==> src/qrs_sqrt_cell.sv <==
// ---------------------------------------------------------------------------
// qrs_sqrt_cell: one digit of the integer square root chain
// Brings in two radicand bits, decides one root bit, passes the side data on.
// ---------------------------------------------------------------------------
`default_nettype none
module qrs_sqrt_cell #(
    parameter int DW  = 34,
    parameter int SW  = 17,
    parameter int PLW = 1
) (
    input  wire logic            i_clk,
    input  wire logic            i_rst_n,
    input  wire logic            i_en,
    input  wire logic            i_valid,
    input  wire logic [DW-1:0]   i_v,
    input  wire logic [SW+1:0]   i_rem,
    input  wire logic [SW-1:0]   i_root,
    input  wire logic [PLW-1:0]  i_pl,
    output logic                 o_valid,
    output logic      [DW-1:0]   o_v,
    output logic      [SW+1:0]   o_rem,
    output logic      [SW-1:0]   o_root,
    output logic      [PLW-1:0]  o_pl
);
    logic [SW+3:0] w_acc;
    logic [SW+3:0] w_trial;
    logic [SW+1:0] n_rem;
    logic [SW-1:0] n_root;
    logic          r_valid;
    logic [DW-1:0] r_v;
    logic [SW+1:0] r_rem;
    logic [SW-1:0] r_root;
    logic [PLW-1:0] r_pl;

    always_comb begin
        w_acc   = {i_rem, i_v[DW-1 -: 2]};
        w_trial = {2'b00, i_root, 2'b01};
        if (w_acc >= w_trial) begin
            n_rem  = (SW+2)'(w_acc - w_trial);
            n_root = {i_root[SW-2:0], 1'b1};
        end else begin
            n_rem  = w_acc[SW+1:0];
            n_root = {i_root[SW-2:0], 1'b0};
        end
    end

    always_ff @(posedge i_clk) begin
        if (!i_rst_n) begin
            r_valid <= 1'b0;
        end else if (i_en) begin
            r_valid <= i_valid;
        end
    end

    always_ff @(posedge i_clk) begin
        if (i_en) begin
            r_v    <= {i_v[DW-3:0], 2'b00};
            r_rem  <= n_rem;
            r_root <= n_root;
            r_pl   <= i_pl;
        end
    end

    assign o_valid = r_valid;
    assign o_v     = r_v;
    assign o_rem   = r_rem;
    assign o_root  = r_root;
    assign o_pl    = r_pl;
endmodule
`default_nettype wire

==> config.mk <==
export PLATFORM = sky130hd
export DESIGN_NAME = qrs_sqrt_cell
export DESIGN_NICKNAME = d
export VERILOG_FILES = /design/src/qrs_sqrt_cell.sv
export SDC_FILE = /design/constraint.sdc
export NUM_CORES = 1
export LEC_CHECK = 0
export BUFFER_PORTS_ARGS = -buffer_cell sky130_fd_sc_hd__buf_2
export CELL_PAD_IN_SITES_DETAIL_PLACEMENT = 1
export CELL_PAD_IN_SITES_GLOBAL_PLACEMENT = 1
export CORE_MARGIN = 8
export CORE_UTILIZATION = 40
export CTS_CLUSTER_DIAMETER = 150
export CTS_CLUSTER_SIZE = 16
export DETAILED_ROUTE_END_ITERATION = 16
export GPL_TIMING_DRIVEN = 0
export PLACE_DENSITY_LB_ADDON = 0.25
export RECOVER_POWER = 25
export SYNTH_ARGS = -nofsm -noshare
export SYNTH_HDL_FRONTEND = slang
export SYNTH_SLANG_ARGS = --single-unit
==> constraint.sdc <==
create_clock -name i_clk -period 6.5 [get_ports i_clk]
set_input_delay 1.625 -clock i_clk [delete_from_list [all_inputs] [get_ports i_clk]]
set_output_delay 1.625 -clock i_clk [all_outputs]
set_load 0.1 [all_outputs]
==> metrics, run 1 <==
Final Hold Viols 0; status finished with violations; post-CTS resize count 0; crit-path max cell delay 2610 ps; class of the worst hold path reg -> reg; fill cell count 941; Worst Hold Margin 527 ps; Root Driver clkbuf_8; RSZ-0062 raised after global routing false; yosys warns 0; Die W 109 µm; Worst-Margin Slew 3780 ps; Overall Global Routing Usage 14.9%; clock skew 0 ps; Die Footprint 11800 µm²; share of the synthesized area in the top cell type 60.1%; MaxCap Viol Count 1; clock transition at the registers of the reported paths 80 ps; CP cell instances clkbuf_1 > mux2i_1 > nor2b_1; Async SR Flop Fraction 0%; critical path data required time 6720 ps; post-CTS setup repair buffer count 0; Area after DPL 4310 µm²; nets 499; drt wl/cell 17.5 µm; Synth Cell Area 3450 µm²; Synth Area per Inst 13.8 µm²; Setup CP Type in -> reg; CTS Buf Count 9; Total Power 0.00150 W; Worst Path Max Fanout 70; clock sinks 70; TNS Setup 0 ps; Final Cell Area 4510 µm²; Final setup viols 0; core area 8550 µm²; global-route wire length before repair 13600 µm; cts hold-fix bufs 0; f_max 221 MHz; CTS tree done; Int Pwr 0.000889 W; pwr dens 332 nW/µm²; initial antenna violation count 0; crit path capture type flop; first drt pass iteration count 4; DRC viols 0; Ports 147; remaining antenna violation count 0; critical-path cell with the highest stage delay clkbuf_1; violated checks capacitance limit, slew limit; Worst EP arrival 4740 ps; Setup crit start kind primary input; Post-synth EDFFs 69; gr ovfl total 0; Flop pwr share 37.7%; layout cell share with drive strength beyond 1 43.4%; switching pwr 0.000608 W; DRT iter0 DRCs 119; Worst-Skew Late Latency 330 ps; area grow syn2layout 30.8%; Worst IR Drop VDD 0.128 mV; Post-Syn Instances 249; antenna fix cells 0; H-tree depth 3; DPL Wire Length 7170 µm; Buffers on Ports 144; WP buf/inv 1; via count 2552; Final min period 4520 ps; dominant synthesized flop cell edfxtp_1; switching part of the total power 40.6%; largest net degree at the start of global routing 71; Tcrit/Tclk final 69.5%; Routed Wire Length 9060 µm; Placer Congestion 0.761; FF+latch count, synth 70; Pins Over Slew Limit 71; Gate power share 37.1%; sequential share of the synthesized area 60.7%; Area contributors post-synth edfxtp_1, mux2_4, ha_1; clock power share 25.2%; via density per instance 4.93; Die Span Y 109 µm; Pleak 2.05 nW; Initial Utilization 40.3%; largest area contributor in the netlist edfxtp_1; Netlist cell types 44; Max-slew headroom -152%; Bufs on Longest Clock Path 2; vias in the first global route 2656; Crit path max-delay family buffers and inverters; cell row count 34
[state kept, by name (all words and copies together), names as in the netlist]
register / count
o_rem: 19
o_v: 32
o_pl: 1
o_root: 17
o_valid: 1
[cell type report]
cell class | count | area (µm²) | area share, %
clock buffer | 10 | 128 | 2.83
buffer | 7 | 58.8 | 1.30
clock inverter | 6 | 87.6 | 1.94
tap | 108 | 135 | 3.00
multi-input combinational | 151 | 1220 | 27.0
sequential | 70 | 2090 | 46.4
inverter | 22 | 82.6 | 1.83
timing repair buffer | 144 | 707 | 15.7
[worst register-to-register path: cells and delay by family, from the launching register on]
family,cells,cell delay (ps)
mux,1,60
simple gates,1,210
flops,1,330
[final timing paths]
path                              start  endpoint  slack [ps]  cells past startpoint
worst max-delay path               i_en   o_valid        1980                      3
worst min-delay path            o_valid   o_valid         530                      2
worst max register to register  o_valid   o_valid        5840                      2
worst min register to register  o_valid   o_valid         530                      2
[logic make-up (layout without fill, tap and decap cells)]
| logic type | count (synthesis) | count (layout) | synth area share (%) |
|---|---|---|---|
| buffers and inverters | 29 | 189 | 4.10 |
| adders and majority gates | 19 | 19 | 6.89 |
| AOI/OAI and AO/OA | 54 | 54 | 10.5 |
| muxes | 19 | 19 | 7.87 |
| DFF | 70 | 70 | 60.7 |
| xor gates and xnor gates | 15 | 15 | 3.81 |
| and+or+nand+nor | 42 | 42 | 6.06 |
| other | 1 | 2 | 0.109 |
[placed cells by master (no fill, tap or decap), types with 3 or more instances in the layout]
cell and instances:
mux2_4 16, ha_1 19, buf_6 3, clkbuf_1 12
a21o_1 4, o211ai_1 5, a211oi_1 4, a21oi_1 14
clkbuf_8 9, xor2_1 7, xnor2_1 8, edfxtp_1 69
nand4_1 4, o21ai_0 10, buf_2 135, inv_1 22
nor2_1 7, nand2_1 15, nor3_1 3
[power groups by stage]
| stage | clock network, W | logic [W] | registers (W) |
|---|---|---|---|
| after global routing | 0.000407 | 0.000580 | 0.000568 |
| after detailed placement | 0 | 0.000559 | 0.000572 |
| after CTS | 0.000390 | 0.000560 | 0.000563 |
| after global placement | 0 | 0.000552 | 0.000570 |
| final | 0.000377 | 0.000555 | 0.000564 |
| after floorplan | 0 | 0.000128 | 0.000900 |
[cells in the mapped netlist, drive strengths merged (4+ instances only)]
library cell / instances
nand4: 4
nand2: 15
mux2: 17
xor2: 7
a21oi: 16
nor2: 7
a21o: 4
ha: 19
inv: 22
xnor2: 8
o21ai: 12
a211oi: 4
o211ai: 5
edfxtp: 69
buf: 7
[through the flow]
stage	utilization [%]	setup WS, ps	instances
4_1_cts	52.9	2690	518
6_report	52.7	1980	518
2_1_floorplan	-	2890	250
5_1_grt	52.7	1680	518
3_3_place_gp	50.4	2390	502
3_5_place_dp	50.4	2330	502
[routing by layer]
metal	track usage [%]	vias to the layer above	share of wire (%)
met5	0	-	0
met1	17.7	1212	42
met4	4.40	0	1.1
met3	5.02	6	9.4
li1	-	1237	-
met2	25.2	97	47
Power figures use the tool's default switching activity.
==> run 2: changes to the inputs <==
--- a/config.mk
+++ b/config.mk
@@ -9,7 +9,7 @@
 export CELL_PAD_IN_SITES_DETAIL_PLACEMENT = 1
 export CELL_PAD_IN_SITES_GLOBAL_PLACEMENT = 1
 export CORE_MARGIN = 8
-export CORE_UTILIZATION = 40
+export CORE_UTILIZATION = 33
 export CTS_CLUSTER_DIAMETER = 150
 export CTS_CLUSTER_SIZE = 16
 export DETAILED_ROUTE_END_ITERATION = 16
==> constraint.sdc (replaced) <==
create_clock -name i_clk -period 3.6 [get_ports i_clk]
set_input_delay 0.9 -clock i_clk [delete_from_list [all_inputs] [get_ports i_clk]]
set_output_delay 0.9 -clock i_clk [all_outputs]
set_load 0.1 [all_outputs]
==> run 2 against run 1 <==
  * The flow still finishes with violations (capacitance limit, slew limit)
  * Largest cell class unchanged
  * Worst hold slack improved by 10 ps
  * Register-to-register slack worse by 2900 ps
  * Power rose by 73%
  * Combinational power is 80% higher
==> metrics, run 2 (synthesis gave the netlist of run 1 again) <==
status finished with violations; violated checks capacitance limit, slew limit; Routed Wire Length 9110 µm; leading cell type in the layout, fill and taps excluded buf_2; CP cell instances clkbuf_1 > inv_1 > ha_1 > o211ai_1 > o21ai_1 > o21ai_0 > nand2_1 > a21o_1 > buf_6 > mux2_4; cell row count 37; Final min period 3000 ps; CTS tree done; Area after DPL 4350 µm²; initial antenna violation count 1; Initial Utilization 33.7%; Root Driver clkbuf_8; Final Cell Area 4500 µm²; Setup CP Type in -> reg; largest net degree at the start of global routing 71; DRT iter0 DRCs 154; post-CTS setup repair buffer count 0; Bufs on Longest Clock Path 2; Pins Over Slew Limit 71; drt wl/cell 16.7 µm; max reg flops 32; DRC viols 0; critical path data required time 3700 ps; Worst-Margin Slew 1760 ps; Final Hold Viols 0; Worst EP arrival 3100 ps; WHS Path Cells 2; Setup crit start kind primary input; most frequent cells in the layout buf_2, edfxtp_1, inv_1; Tcrit/Tclk final 83.3%; pwr dens 574 nW/µm²; CTS Buf Count 9; Die Footprint 14000 µm²; global-route wire length before repair 14500 µm; post-CTS resize count 0; vias in the first global route 2792; gr ovfl total 0; Die Span Y 118 µm; Reg-to-Reg End o_valid; Worst IR Drop VDD 0.209 mV; class of the worst hold path reg -> reg; area grow syn2layout 30.6%; reg-to-reg critical path startpoint o_valid; Max-slew headroom -17.4%; Hold EP o_valid; Worst-Skew Late Latency 350 ps; layout cell share with drive strength beyond 1 43.9%; Pleak 2.02 nW; Overall Global Routing Usage 13.1%; antenna fix cells 0; clock skew 0 ps; clock transition at the registers of the reported paths 80 ps; MaxCap Viol Count 1; Worst Reg2Reg Path Length in Cells 2; crit-path max cell delay 470 ps; Die W 118 µm; Final setup viols 0; nets 499; Ports 147; hold_sp o_valid; FF-to-FF setup slack 2960 ps; TNS Setup 0 ps; first drt pass iteration count 4; cts hold-fix bufs 0; Placer Congestion 0.777; Worst Path Max Fanout 10; DPL Wire Length 7140 µm; via density per instance 4.73; via count 2584; H-tree depth 3; crit path capture type flop; core area 10200 µm²; critical-path cell with the highest stage delay o21ai_0; RSZ-0062 raised after global routing false; remaining antenna violation count 0; f_max 333 MHz; Buffers on Ports 144; clock sinks 70
==> run 2: per-stage QoR <==
stage / setup WS, ps / total power, W / std cells / util (%) / hold slack [ps]
after CTS: 584 / 0.00262 / 546 / 44.2 / 549
after global routing: 410 / 0.00269 / 546 / 44.0 / 586
final: 599 / 0.00258 / 546 / 44.0 / 537
after global placement: 177 / 0.00203 / 530 / 42.4 / 493
after detailed placement: 202 / 0.00204 / 530 / 42.5 / 530
after floorplan: 711 / 0.00186 / 250 / - / 981
==> run 2: worst max path at each step <==
stage	startpoint	endpoint	slack (ps)	depth (start not counted)
after global routing	i_root[0]	o_rem[6]	410	10
after CTS	i_root[11]	o_rem[5]	580	11
after detailed placement	i_root[0]	o_rem[16]	200	10
after floorplan	i_root[14]	o_rem[10]	710	9
after global placement	i_root[11]	o_rem[5]	180	11
final	i_root[0]	o_rem[5]	600	10
==> run 2: power breakdown <==
part           internal (W)  switching (W)  total (W)
clock network      0.000251       0.000318   0.000568
registers          0.000996      0.0000181    0.00101
logic              0.000216       0.000785    0.00100
==> run 2: cell type report <==
class	instances	area (µm²)
clock inverters	7	48.8
clock buffers	9	124
repair buffers	144	709
multi-input cells	151	1220
fillers	1154	5730
inverters	22	82.6
well taps	136	170
flip-flops and latches	70	2090
plain buffers	7	58.8
==> run 2: critical path: cells and delay by family <==
kind	cells	cell delay [ps]
adder cells (fa/ha/maj)	1	340
AO/OA/AOI/OAI	4	1050
multiplexers	1	300
AND/OR/NAND/NOR	1	180
buffers and inverters	3	310
==> run 2: routing by layer <==
| metal | up-vias | wire length, µm | global-route usage, % | share of wire (%) |
|---|---|---|---|---|
| met5 | - | 12 | 0 | 0.13 |
| met4 | 2 | 217 | 6.33 | 2.4 |
| met3 | 15 | 875 | 5.81 | 9.6 |
| met2 | 122 | 4050 | 20.0 | 44 |
| met1 | 1210 | 3950 | 15.4 | 43 |
| li1 | 1235 | - | - | - |
