==> src/qrs_div_cell.sv <==
// ---------------------------------------------------------------------------
// qrs_div_cell: one quotient bit of the two-lane restoring divider chain
// Both roots share the divisor; each lane shifts in one dividend bit.
// ---------------------------------------------------------------------------
`default_nettype none
module qrs_div_cell #(
    parameter int DNW = 35,
    parameter int ADW = 17,
    parameter int PLW = 1
) (
    input  wire logic            i_clk,
    input  wire logic            i_rst_n,
    input  wire logic            i_en,
    input  wire logic            i_valid,
    input  wire logic [ADW-1:0]  i_den,
    input  wire logic [DNW-1:0]  i_num_p,
    input  wire logic [DNW-1:0]  i_num_m,
    input  wire logic [ADW-1:0]  i_rem_p,
    input  wire logic [ADW-1:0]  i_rem_m,
    input  wire logic [DNW-1:0]  i_quo_p,
    input  wire logic [DNW-1:0]  i_quo_m,
    input  wire logic [PLW-1:0]  i_pl,
    output logic                 o_valid,
    output logic      [ADW-1:0]  o_den,
    output logic      [DNW-1:0]  o_num_p,
    output logic      [DNW-1:0]  o_num_m,
    output logic      [ADW-1:0]  o_rem_p,
    output logic      [ADW-1:0]  o_rem_m,
    output logic      [DNW-1:0]  o_quo_p,
    output logic      [DNW-1:0]  o_quo_m,
    output logic      [PLW-1:0]  o_pl
);
    logic [ADW:0]   w_acc_p;
    logic [ADW:0]   w_acc_m;
    logic [ADW:0]   w_den;
    logic [ADW-1:0] n_rem_p;
    logic [ADW-1:0] n_rem_m;
    logic           n_bit_p;
    logic           n_bit_m;
    logic           r_valid;
    logic [ADW-1:0] r_den;
    logic [DNW-1:0] r_num_p;
    logic [DNW-1:0] r_num_m;
    logic [ADW-1:0] r_rem_p;
    logic [ADW-1:0] r_rem_m;
    logic [DNW-1:0] r_quo_p;
    logic [DNW-1:0] r_quo_m;
    logic [PLW-1:0] r_pl;

    always_comb begin
        w_den   = {1'b0, i_den};
        w_acc_p = {i_rem_p, i_num_p[DNW-1]};
        w_acc_m = {i_rem_m, i_num_m[DNW-1]};
        n_bit_p = (w_acc_p >= w_den);
        n_bit_m = (w_acc_m >= w_den);
        n_rem_p = n_bit_p ? ADW'(w_acc_p - w_den) : w_acc_p[ADW-1:0];
        n_rem_m = n_bit_m ? ADW'(w_acc_m - w_den) : w_acc_m[ADW-1:0];
    end

    always_ff @(posedge i_clk) begin
        if (!i_rst_n) begin
            r_valid <= 1'b0;
        end else if (i_en) begin
            r_valid <= i_valid;
        end
    end

    always_ff @(posedge i_clk) begin
        if (i_en) begin
            r_den   <= i_den;
            r_num_p <= {i_num_p[DNW-2:0], 1'b0};
            r_num_m <= {i_num_m[DNW-2:0], 1'b0};
            r_rem_p <= n_rem_p;
            r_rem_m <= n_rem_m;
            r_quo_p <= {i_quo_p[DNW-2:0], n_bit_p};
            r_quo_m <= {i_quo_m[DNW-2:0], n_bit_m};
            r_pl    <= i_pl;
        end
    end

    assign o_valid = r_valid;
    assign o_den   = r_den;
    assign o_num_p = r_num_p;
    assign o_num_m = r_num_m;
    assign o_rem_p = r_rem_p;
    assign o_rem_m = r_rem_m;
    assign o_quo_p = r_quo_p;
    assign o_quo_m = r_quo_m;
    assign o_pl    = r_pl;
endmodule
`default_nettype wire

==> config.mk <==
export PLATFORM = sky130hd
export DESIGN_NAME = qrs_div_cell
export DESIGN_NICKNAME = d
export VERILOG_FILES = /design/src/qrs_div_cell.sv
export SDC_FILE = /design/constraint.sdc
export NUM_CORES = 1
export LEC_CHECK = 0
export ABC_AREA = 1
export ABC_CLOCK_PERIOD_IN_PS = 3000
export BUFFER_PORTS_ARGS = -buffer_cell sky130_fd_sc_hd__buf_2
export CAP_MARGIN = 5
export CORE_AREA = 2 2 152 154
export CTS_CLUSTER_SIZE = 12
export DETAILED_ROUTE_END_ITERATION = 12
export DIE_AREA = 0 0 154 156
export GPL_TIMING_DRIVEN = 0
export PLACE_DENSITY = 0.68
export SLEW_MARGIN = 25
export SYNTH_ARGS = -nofsm -noshare
export SYNTH_HDL_FRONTEND = slang
export SYNTH_SLANG_ARGS = --single-unit
==> constraint.sdc <==
create_clock -name i_clk -period 3 [get_ports i_clk]
set_clock_uncertainty 0.15 [all_clocks]
set_input_delay 0.9 -clock i_clk [delete_from_list [all_inputs] [get_ports i_clk]]
set_output_delay 0.9 -clock i_clk [all_outputs]
set_load 0.005 [all_outputs]
==> impl_metrics.csv, run 1 <==
group,metric,value,unit
outcome,status,"finished clean",
detailed_routing,vias,6917,
clock_tree,cts_hold_buf,0,
power_and_ir_drop,swShare,27.8,%
sta,max_slew_margin,51.9,%
floorplanning,core_area,22400,µm²
global_routing,grt_pass1_wl,39600,µm
layout,stdcell_count,1476,
layout,final_nets,1408,
clock_tree,path_clk_slew,0.08,ns
layout,drive_above_1_share,39.1,%
global_routing,antenna_found_initial,6,
power_and_ir_drop,fin_total_pwr,6.65,mW
floorplanning,start_util,38.6,%
sta,timing.final.crit_share,91.3,%
detailed_routing,dr.first_iter.drc_count,437,
critical_path,worstPathArrival,2.77,ns
global_routing,gr-total-overflow,0,
logic_synthesis,async_reset_ff_share,0,%
power_and_ir_drop,p_switching,1.85,mW
power_and_ir_drop,seq_power_share,49.3,%
worst_hold_path,min_path_cells,2,
sta,rsz0062_at_grt,"false",
logic_synthesis,synth_area,8630,µm²
floorplanning,row_count,55,
critical_path,cp-start-kind,"primary input",
critical_path,crit_fanout,10,
sta,fin_crit,2.74,ns
critical_path,crit_type,"in2reg",
sta,fmax,365,MHz
detailed_routing,route.detailed.drc,0,
sta,finalSetupViolations,0,
floorplanning,dieArea,24000,µm²
placed_design,dp_hpwl,22300,µm
sta,final_hold_viol_count,0,
global_routing,track_usage,22.3,%
floorplanning,die_w,154,µm
detailed_routing,firstDrtPassIters,5,
power_and_ir_drop,p_clk_share,33.7,%
logic_synthesis,yosysUniqueCellTypes,36,
logic_synthesis,ys_ff_latch,191,
logic_synthesis,synth_edf_count,190,
clock_tree,clock_sinks,191,
clock_tree,ctsResizeCount,0,
floorplanning,io_pins,389,
critical_path,cp-end-kind,"flip-flop",
floorplanning,die_h,156,µm
detailed_routing,wl_per_cell,18.7,µm
clock_tree,cts_root_buf,"clkbuf_16",
critical_path,crit_chain,"buf_2, inv_1, ha_1, nand2_2, nor2_2, nand2_1, nor2_2, nor3_4, nand2_4, buf_12, nand2_2, nand2_1",
power_and_ir_drop,power.internal,4.80,mW
layout,design_area,11500,µm²
placed_design,dp.cells,1442,
power_and_ir_drop,leakagePower,5.70,nW
logic_synthesis,avgSynthCellArea,11.2,µm²
clock_tree,post_cts_buffers,0,
power_and_ir_drop,ir_worst_vdd,476,µV
detailed_routing,via_per_inst,4.69,
logic_synthesis,synthCells,771,
logic_synthesis,ys_seq_area_share,66.4,%
layout,synthToLayoutAreaGrowth,33.8,%
placed_design,dpl_cell_area,10900,µm²
logic_synthesis,synth_largest_area_cell,"edfxtp_1",
logic_synthesis,synth_top_area_share,66.1,%
placed_design,portBuffers,384,
critical_path,r2r_cells,2,
global_routing,grt_pass1_vias,6587,
sta,drv_slew,0,
run,drv_cap,0,
detailed_routing,totalWireLength,27700,µm
critical_path,worstPathRequired,3.03,ns
detailed_routing,ant_nets,0,
logic_synthesis,yosysWarnings,0,
power_and_ir_drop,p_comb_share,17.0,%
worst_hold_path,worst_hold_path_type,"reg2reg",
critical_path,slowest_delay,0.40,ns
clock_tree,clockBufferDepth,2,
sta,worst_pin_slew,0.721,ns
critical_path,crit_slowest_cell,"ha_1",
global_routing,grt_max_degree,102,
logic_synthesis,synthTopCellsByArea,"edfxtp_1, nand2_1, inv_1",
clock_tree,worstSkewPairLatency,0.42,ns
logic_synthesis,ys.flop_type,"edfxtp_1",
clock_tree,cts_tree,"yes",
clock_tree,numCtsBuffers,17,
placed_design,gp_congestion,0.882,
power_and_ir_drop,powerDensity,576,nW/µm²
clock_tree,cts_max_level,4,
sta,hold_slack,0.410,ns
cell type report:
class	instances	area (µm²)
sequential	191	5730
multi-input combinational	453	2380
timing repair buffer	385	1960
buffer	8	73.8
tap	285	357
inverter	120	450
antenna	3	7.51
clock buffer	17	425
fill	2019	10800
clock inverter	14	164
registers in the layout, summed over array words and instances (netlist names):
signal	cells
o_den	17
o_num_m	34
o_num_p	34
o_pl	1
o_quo_m	35
o_quo_p	35
o_rem_m	17
o_rem_p	17
o_valid	1
worst paths after layout:
kind | startpoint | end | slack, ns
worst min-delay path | o_valid | o_valid | 0.41
worst max-delay path | i_den[10] | o_rem_m[5] | 0.26
worst min register to register | o_valid | o_valid | 0.41
worst max register to register | o_valid | o_valid | 2.18
cell usage after synthesis (all sizes together), types with 5 or more instances:
library cell,n
inv,119
edfxtp,190
nand3,61
nor3,5
ha,34
nand2,272
buf,8
a21oi,20
xor2,12
nor2,28
nand4,5
cells by family after synthesis:
kind of cell               Yosys count  synth area share (%)
and+or+nand+nor                    378                  19.3
DFF                                191                  66.4
buffers and inverters              128                  6.08
adders and majority gates           36                  5.39
AOI/OAI and AO/OA                   23                  1.45
xor gates and xnor gates            14                  1.42
other                                1                0.0435
routing by layer:
metal	wire, µm	GRT usage (%)	up-vias
li1	-	-	3355
met1	11200	27.7	3253
met2	13500	37.5	256
met3	2140	6.56	45
met4	744	6.94	8
met5	55	0	-
power by group through the flow:
stage               sequential, mW  clock (mW)  combinational [mW]
global placement              3.34           0                1.12
floorplan                     3.38           0               0.479
global route                  3.30        2.40                1.25
detailed placement            3.34           0                1.13
CTS                           3.28        2.31                1.14
finish                        3.28        2.24                1.13
stage by stage:
step	setup TNS [ns]	utilization [%]	setup WS [ns]
2_1_floorplan	0	-	0.275
3_3_place_gp	-308.25	48.8	-1.80
3_5_place_dp	-2.32	49.0	-0.162
4_1_cts	0	51.6	0.286
5_1_grt	0	51.6	0.145
6_report	0	51.6	0.262
cells in the final DEF, fill, tap and decap left out, drive strengths merged:
| master | n |
|---|---|
| inv | 125 |
| clkinvlp | 1 |
| ha | 34 |
| nand2 | 272 |
| a21oi | 20 |
| nor2 | 28 |
| nand3b | 1 |
| conb | 2 |
| and2 | 1 |
| nor4 | 1 |
| o21ai | 2 |
| nor3 | 5 |
| buf | 393 |
| or2 | 2 |
| clkbuf | 17 |
| clkinv | 8 |
| nand3 | 61 |
| edfxtp | 190 |
| xor2 | 12 |
| and3 | 2 |
| xnor2 | 2 |
| nand4 | 5 |
| o21a | 1 |
| diode | 3 |
| dfxtp | 1 |
| fa | 2 |
worst max-delay path: cells and delay by family:
| kind | cells | cell delay, ns |
|---|---|---|
| fa+ha+maj | 1 | 0.40 |
| simple gates | 8 | 1.00 |
| buf+inv | 3 | 0.45 |
Note: power is estimated with default switching activity, not from simulation.
==> inputs of run 2 (changes only) <==
--- a/config.mk
+++ b/config.mk
@@ -15,6 +15,7 @@
 export DIE_AREA = 0 0 154 156
 export GPL_TIMING_DRIVEN = 0
 export PLACE_DENSITY = 0.68
+export RECOVER_POWER = 50
 export SLEW_MARGIN = 25
 export SYNTH_ARGS = -nofsm -noshare
 export SYNTH_HDL_FRONTEND = slang
==> run 2 against run 1 <==
  * Design area shrank 0.50%
  * Sequential share of layout area rose by 0.25 points
  * Die area stayed put
  * Fmax about the same
  * Largest power group unchanged
==> impl_metrics.csv, run 2 (same netlist as run 1, synthesis figures left out) <==
group,metric,value,unit
floorplanning,die_h,156,µm
detailed_routing,wl_per_cell,18.8,µm
critical_path,crit_slowest_cell,"ha_1",
clock_tree,ctsResizeCount,0,
global_routing,track_usage,22.3,%
critical_path,cp-end-kind,"flip-flop",
sta,fmax,365,MHz
detailed_routing,vias,6977,
detailed_routing,highest_layer,"met5",
clock_tree,cts_max_level,4,
floorplanning,start_util,38.6,%
global_routing,grt_max_degree,102,
floorplanning,io_pins,389,
critical_path,crit_buf_inv,3,
clock_tree,worstSkewPairLatency,0.42,ns
global_routing,antenna_found_initial,6,
detailed_routing,totalWireLength,27800,µm
detailed_routing,ant_nets,0,
sta,worst_pin_slew,1.32,ns
critical_path,r2r-start,"o_valid",
placed_design,portBuffers,384,
sta,fin_crit,2.74,ns
global_routing,grt_pass1_vias,6587,
critical_path,crit_family,"simple AND/OR/NAND/NOR gates",
detailed_routing,dr.first_iter.drc_count,401,
sta,final_hold_viol_count,0,
layout,synthToLayoutAreaGrowth,33.1,%
sta,drv_slew,0,
power_and_ir_drop,powerDensity,579,nW/µm²
clock_tree,path_clk_slew,0.08,ns
floorplanning,row_count,55,
critical_path,crit_chain,"buf_2, inv_1, ha_1, nand2_2, nor2_2, nand2_1, nor2_2, nor3_4, nand2_4, buf_12, nand2_2, nand2_1",
sta,max_slew_margin,12.0,%
layout,final_cell_mix,"buf_2, nand2_1, edfxtp_1, inv_1, nand3_1",
detailed_routing,met1Wirelength,11300,µm
critical_path,crit_fanout,10,
clock_tree,post_cts_buffers,0,
sta,finalSetupViolations,0,
sta,rsz0062_at_grt,"false",
placed_design,dp_hpwl,22300,µm
detailed_routing,via_per_inst,4.73,
power_and_ir_drop,ir_worst_vdd,476,µV
critical_path,worstPathArrival,2.77,ns
layout,stdcell_count,1475,
placed_design,dp.cells,1442,
critical_path,crit_start,"i_den[10]",
layout,fin_util,51.4,%
global_routing,grt_pass1_wl,39600,µm
detailed_routing,route.detailed.drc,0,
clock_tree,clockBufferDepth,2,
power_and_ir_drop,fin_total_pwr,6.65,mW
detailed_routing,firstDrtPassIters,5,
layout,drive_above_1_share,35.9,%
floorplanning,die_w,154,µm
floorplanning,dieArea,24000,µm²
floorplanning,core_area,22400,µm²
sta,timing.final.crit_share,91.2,%
clock_tree,numCtsBuffers,17,
critical_path,worstPathRequired,3.03,ns
critical_path,cp-start-kind,"primary input",
run,drv_cap,0,
outcome,status,"finished clean",
global_routing,gr-total-overflow,0,
detailed_routing,route.met3.wl,2090,µm
critical_path,crit_type,"in2reg",
critical_path,slowest_delay,0.40,ns
worst_hold_path,min-delay-start,"o_valid",
layout,final_nets,1408,
detailed_routing,route.met2.wl,13500,µm
clock_tree,cts_hold_buf,0,
clock_tree,clock_sinks,191,
power_and_ir_drop,leakagePower,5.59,nW
clock_tree,cts_root_buf,"clkbuf_16",
sta,tns,0,ns
layout,final_common_cell,"buf_2",
clock_tree,cts_tree,"yes",
worst_hold_path,worst_hold_path_type,"reg2reg",
placed_design,gp_congestion,0.882,
[run 2: worst paths after layout]
| kind | endpoint | slack, ns | cells after the start |
|---|---|---|---|
| min reg2reg | o_valid | 0.42 | 2 |
| max reg2reg | o_valid | 2.17 | 2 |
| max | o_rem_m[5] | 0.26 | 12 |
| min | o_valid | 0.42 | 2 |
[run 2: layout make-up]
cell class | count | area [µm²]
Antenna cell | 2 | 5.00
Buffer | 8 | 73.8
Clock buffer | 17 | 425
Clock inverter | 14 | 164
Fill cell | 2043 | 10900
Inverter | 120 | 450
Multi-Input combinational cell | 453 | 2380
Sequential cell | 191 | 5730
Tap cell | 285 | 357
Timing Repair Buffer | 385 | 1900
[run 2: through the flow]
step	hold WS (ns)	setup WS [ns]	cell area (µm²)
6_report	0.419	0.263	11500
3_3_place_gp	0.373	-1.80	10900
3_5_place_dp	0.384	-0.162	10900
5_1_grt	0.453	0.0785	11500
4_1_cts	0.404	0.286	11500
2_1_floorplan	0.375	0.275	8630
[run 2: routing by layer]
layer,track usage [%],vias up
li1,-,3354
met1,27.7,3310
met5,0,-
met2,37.5,256
met3,6.56,49
met4,6.94,8
[run 2: tightest hold or removal path, cell delays in order, from the launching register on]
cell,delay [ns]
dfxtp_1,0.33
o21ai_0,0.10
a21oi_1,0.11
[run 2: power by group]
group          leakage (nW)  switching (mW)  total [mW]  internal [mW]
Clock                 0.283            1.13        2.25           1.12
Sequential             1.87          0.0587        3.28           3.22
Combinational          3.44           0.672        1.12          0.447
